### config.mk
export PLATFORM = sky130hd
export DESIGN_NAME = trps_ctrl
export DESIGN_NICKNAME = d
export VERILOG_FILES = /design/src/rtl/core/trps_pkg.sv /design/src/rtl/core/trps_ctrl.sv
export SDC_FILE = /design/constraint.sdc
export NUM_CORES = 1
export LEC_CHECK = 0
export BUFFER_PORTS_ARGS = -buffer_cell sky130_fd_sc_hd__buf_2
export CAP_MARGIN = 20
export CORE_AREA = 2 2 39 41
export DETAILED_ROUTE_END_ITERATION = 8
export DIE_AREA = 0 0 41 43
export PLACE_DENSITY = 0.49
export SLEW_MARGIN = 25
export SYNTH_ARGS = -nofsm -noshare
export SYNTH_HDL_FRONTEND = slang
export SYNTH_SLANG_ARGS = --single-unit
### constraint.sdc
create_clock -name clk -period 1.8 [get_ports clk]
set_input_delay 0.27 -clock clk [delete_from_list [all_inputs] [get_ports clk]]
set_output_delay 0.27 -clock clk [all_outputs]
set_load 0.05 [all_outputs]
### src/rtl/core/trps_pkg.sv
package trps_pkg;

  localparam int PIX_W         = 24;
  localparam int MAX_RUN_DEF   = 63;
  localparam int CFG_IDX_W     = 1;

  localparam logic [PIX_W-1:0] THRESHOLD_RST = 24'd10010000;
  localparam logic [PIX_W-1:0] REFERENCE_RST = 24'hFFFFFF;

  localparam logic [CFG_IDX_W-1:0] CFG_THRESHOLD = 1'd0;
  localparam logic [CFG_IDX_W-1:0] CFG_REFERENCE = 1'd1;

  // Commands from the controller to the datapath.
  typedef struct packed {
    logic load;          // capture the incoming pixel request
    logic insert;        // insert the captured pixel into the sorted run
    logic pop;           // move the smallest held pixel to the output register
    logic pop_row_end;   // popped pixel closes the row if it is the last one held
    logic pop_burst_end; // popped pixel ends the burst if it is the last one held
    logic emit_light;    // move the captured light pixel to the output register
  } dp_cmd_t;

  // Status from the datapath to the controller.
  typedef struct packed {
    logic dark;
    logic row_end;
    logic cnt_zero;
    logic cnt_one;
    logic cnt_full_next;
    logic out_free;
  } dp_status_t;

endpackage

### src/rtl/core/trps_ctrl.sv
module trps_ctrl (
  input  logic                 clk,
  input  logic                 rst,
  input  logic                 in_valid,
  output logic                 in_ready,
  input  trps_pkg::dp_status_t status,
  output trps_pkg::dp_cmd_t    cmd
);
  import trps_pkg::*;

  localparam logic [1:0] S_IDLE  = 2'd0;
  localparam logic [1:0] S_WORK  = 2'd1;
  localparam logic [1:0] S_FLUSH = 2'd2;
  localparam logic [1:0] S_LIGHT = 2'd3;

  logic [1:0] state;
  logic [1:0] state_next;
  logic       light;
  logic       light_next;

  always_ff @(posedge clk) begin
    if (rst) begin
      state <= S_IDLE;
      light <= 1'b0;
    end else begin
      state <= state_next;
      light <= light_next;
    end
  end

  assign in_ready = (state == S_IDLE);

  always_comb begin
    state_next = state;
    light_next = light;
    cmd        = '0;
    case (state)
      S_IDLE: begin
        cmd.load = in_valid;
        if (in_valid) begin
          state_next = S_WORK;
        end
      end
      S_WORK: begin
        light_next = !status.dark;
        if (status.dark) begin
          cmd.insert = 1'b1;
          if (status.row_end || status.cnt_full_next) begin
            state_next = S_FLUSH;
          end else begin
            state_next = S_IDLE;
          end
        end else if (status.cnt_zero) begin
          state_next = S_LIGHT;
        end else begin
          state_next = S_FLUSH;
        end
      end
      S_FLUSH: begin
        // A run flushed ahead of a light pixel never closes the row or the burst.
        if (status.out_free) begin
          cmd.pop           = 1'b1;
          cmd.pop_row_end   = !light && status.row_end;
          cmd.pop_burst_end = !light;
          if (status.cnt_one) begin
            state_next = light ? S_LIGHT : S_IDLE;
          end
        end
      end
      S_LIGHT: begin
        if (status.out_free) begin
          cmd.emit_light = 1'b1;
          state_next     = S_IDLE;
        end
      end
      default: begin
        state_next = S_IDLE;
      end
    endcase
  end

endmodule

==> impl_results.md <==
- Status: complete, no violations
- Placed Instances: 58
- Final Skew: between 0.003 and 0.004 ns
- Pin count of the biggest net entering global routing: 9
- CTS Root Cell: sky130_fd_sc_hd__clkbuf_4
- Clock latency reported for the late side of the worst-skew pair: about 0.23 ns
- I/O pin cnt: 16
- Areal power density over the cells: 952 nW/um^2
- Class of the tightest hold or removal check: in2reg
- Final setup vio count: 0
- Final std cells w/o fill: between 60 and 70
- Fraction of final layout cells sized beyond drive strength 1: 0.543
- Detailed router's first-iteration violation count: 2
- Startpoint type of the worst setup path: flop
- Data arrival, critical path: 1.38 ns
- Capture point of the worst path: cmd[4]
- Clock transition time at the flip-flop clock pins of the worst setup and hold paths: about 0.03 ns
- Fin. max-slew vios: 0
- LEAKAGE: between 0.15 and 0.2 nW
- Vias per Instance: between 3 and 4
- Starting utilization of the core area: 0.170
- Switching share of power: 0.396
- Reg power frac: 0.291
- CTS max path bufs: 2
- Proportion of netlist area held by the largest area contributor: 0.255
- Remaining DRCs: 0
- # Max-Cap Violations: 0
- Number of nets with antenna violations after routing: 0
- Vias in the first global route: between 200 and 250
- WS Path Type: reg2out
- Max-slew headroom at the worst pin: 0.767
- Final weighted congestion in routability-driven placement: 0.701
- Number of H-tree levels: 1
- Maximum resistive drop on vdd: between 0.5 and 0.6 mV
- Height of the die: 43 um
- TritonCTS clock tree: built
- Post-synthesis instance area: between 200 and 250 sq um
- Number of failing hold endpoints at the final stage: 0
- Part of the total power dissipated in combinational logic: 0.368
- Most area-hungry cell type in the Yosys netlist: sky130_fd_sc_hd__dfxtp_1
- Avg Synthesized Cell Area: roughly 8.4 sq um
- Timing-limited maximum frequency: around 600 MHz
- Core region area: about 1400 sq um
- Portion of total power attributed to the clock network: 0.341
- Sum Neg Setup Slack: 0 ns
- Switching power summed over all nets: ~0.13 mW
- Via count: between 200 and 250
- Synth unique cells: 17
- P_int: 0.200 mW
- Mapped Nets: 37
- Count of nets after finishing: 56
- Clock buffers created by TritonCTS: 3
- Resize count post-CTS: 0
- Reg-to-reg critical path endpoint: light
- Setup repair after global routing missed its margin: no
- Die footprint: roughly 1800 sq um
- Cell types with the largest area share after synthesis: sky130_fd_sc_hd__dfxtp_1, sky130_fd_sc_hd__nor3_2, sky130_fd_sc_hd__nor2_1, sky130_fd_sc_hd__nor3_4, sky130_fd_sc_hd__a21oi_1
- Instance count of the mapped netlist: 28
- All-Layer GR Usage: 0.0733
- Portion of the clock cycle consumed by the worst path in the final layout: 0.916
- Initial antenna violation count: 0
- Number of flip-flops and latches in the synthesized netlist: 3
- Layout-stage area growth over the synthesis result: 47.9%
- CP Max Fanout: 8
- Overall overflow remaining after global route: 0
- Count of hold-fix buffers inserted at cts: 0
- Beginning of the worst register-to-register path: state[0]
- Routed WL: ~500 um
- Setup Buffers After CTS: 0
- Period minus WS final: 1.65 ns
- Post-synthesis sequential area ratio: 0.255
- Slew of the pin with the lowest slew margin: 0.349 ns
- Port bufs: 15
- Worst reg2reg setup slack: 0.75 ns
- Crit end category: output pin
- Source of the critical timing path: state[0]
- First-pass GRT wire length: a little under 900 um
- Required arrival time at the worst endpoint: roughly 1.5 ns
- Standard-cell rows: 14
- Number of cells on the worst reg-to-reg path: 3
- ANT cells: 0
- Drt first pass iters: 2
- Die extent in x: a little over 40 um
- Sink Count: 3
- Synthesis Warnings: 0
- Detailed-route wire length per cell: just over 8 um
-- cells in the mapped netlist --
master                     number
sky130_fd_sc_hd__nor3_4         1
sky130_fd_sc_hd__and2_4         1
sky130_fd_sc_hd__nand2_1        1
sky130_fd_sc_hd__dfxtp_1        3
sky130_fd_sc_hd__nor2_1         5
sky130_fd_sc_hd__and2_1         2
sky130_fd_sc_hd__nor3_2         2
sky130_fd_sc_hd__inv_1          1
sky130_fd_sc_hd__nand2_4        1
sky130_fd_sc_hd__a21oi_1        3
sky130_fd_sc_hd__nor2b_4        1
sky130_fd_sc_hd__nor3_1         1
sky130_fd_sc_hd__o21a_1         1
sky130_fd_sc_hd__o22ai_1        1
sky130_fd_sc_hd__or3b_1         1
sky130_fd_sc_hd__buf_6          1
sky130_fd_sc_hd__nand2b_1       2
-- critical path: stages (launching register included) --
cell	delay, ns
sky130_fd_sc_hd__dfxtp_1	0.52
sky130_fd_sc_hd__nor2b_4	0.23
sky130_fd_sc_hd__and2_4	0.15
sky130_fd_sc_hd__buf_2	0.25
-- power groups by stage --
stage / clock [mW] / sequential (mW) / combinational (mW)
after global placement: 0 / 0.0967 / 0.124
after floorplan: 0 / 0.0876 / 0.108
after detailed placement: 0 / 0.0976 / 0.123
final: 0.113 / 0.0965 / 0.122
after global routing: 0.125 / 0.0988 / 0.132
after CTS: 0.118 / 0.0969 / 0.124
-- worst min path at each step --
stage,start,endpoint,slack [ns],cells past startpoint
4_1_cts,rst,light,0.24,2
6_report,rst,light,0.25,2
3_3_place_gp,rst,light,0.47,2
3_5_place_dp,rst,light,0.48,2
2_1_floorplan,rst,light,0.34,1
5_1_grt,rst,light,0.25,2
-- cells in the final DEF (no fill, tap or decap), drive strengths merged --
| cell | synthesis | final |
|---|---|---|
| and2 | 3 | 3 |
| nor3 | 4 | 4 |
| nor2b | 1 | 1 |
| nand2b | 2 | 2 |
| o21a | 1 | 1 |
| nor2 | 5 | 5 |
| clkbuf | 0 | 4 |
| nand2 | 2 | 2 |
| inv | 1 | 1 |
| dfxtp | 3 | 3 |
| buf | 1 | 15 |
| a21oi | 3 | 3 |
| o22ai | 1 | 1 |
| or3b | 1 | 1 |
-- sequential cells by signal (all words and copies together) (netlist names) --
signal and flops:
light 1, state 2
-- cell families after synthesis --
family | count (synthesis) | share of synthesized area
and+or+nand+nor | 18 | 0.558
DFF | 3 | 0.255
AOI/OAI and AO/OA | 5 | 0.122
buffers and inverters | 2 | 0.0638
-- cell type report --
cell class | instances | area [sq um]
clock buffer | 4 | 26.3
fill | 161 | 1040
inverter | 1 | 3.75
multi-input combinational | 23 | 163
sequential | 3 | 60.1
tap | 16 | 20.0
timing repair buffer | 15 | 75.1
-- per-stage QoR --
step / utilization / worst slack, ns / power (mW) / area [sq um] / hold WS, ns
after floorplan: - / 0.0258 / 0.196 / 238 / 0.340
after global placement: 0.232 / 0.411 / 0.220 / 322 / 0.474
after detailed placement: 0.232 / 0.386 / 0.221 / 322 / 0.479
after CTS: 0.251 / 0.139 / 0.338 / 348 / 0.242
after global routing: 0.251 / 0.0811 / 0.356 / 348 / 0.250
final: 0.251 / 0.151 / 0.331 / 348 / 0.246
-- routing by layer --
| metal | wire length [um] | up-vias | global-route usage | share of wire |
|---|---|---|---|---|
| met3 | 46 | 0 | 0.0524 | 0.092 |
| li1 | - | 132 | - | - |
| met4 | 0 | 0 | 0.0200 | 0 |
| met2 | 214 | 7 | 0.0875 | 0.43 |
| met5 | 0 | - | 0 | 0 |
| met1 | 239 | 103 | 0.103 | 0.48 |
Power figures use the tool's default switching activity.
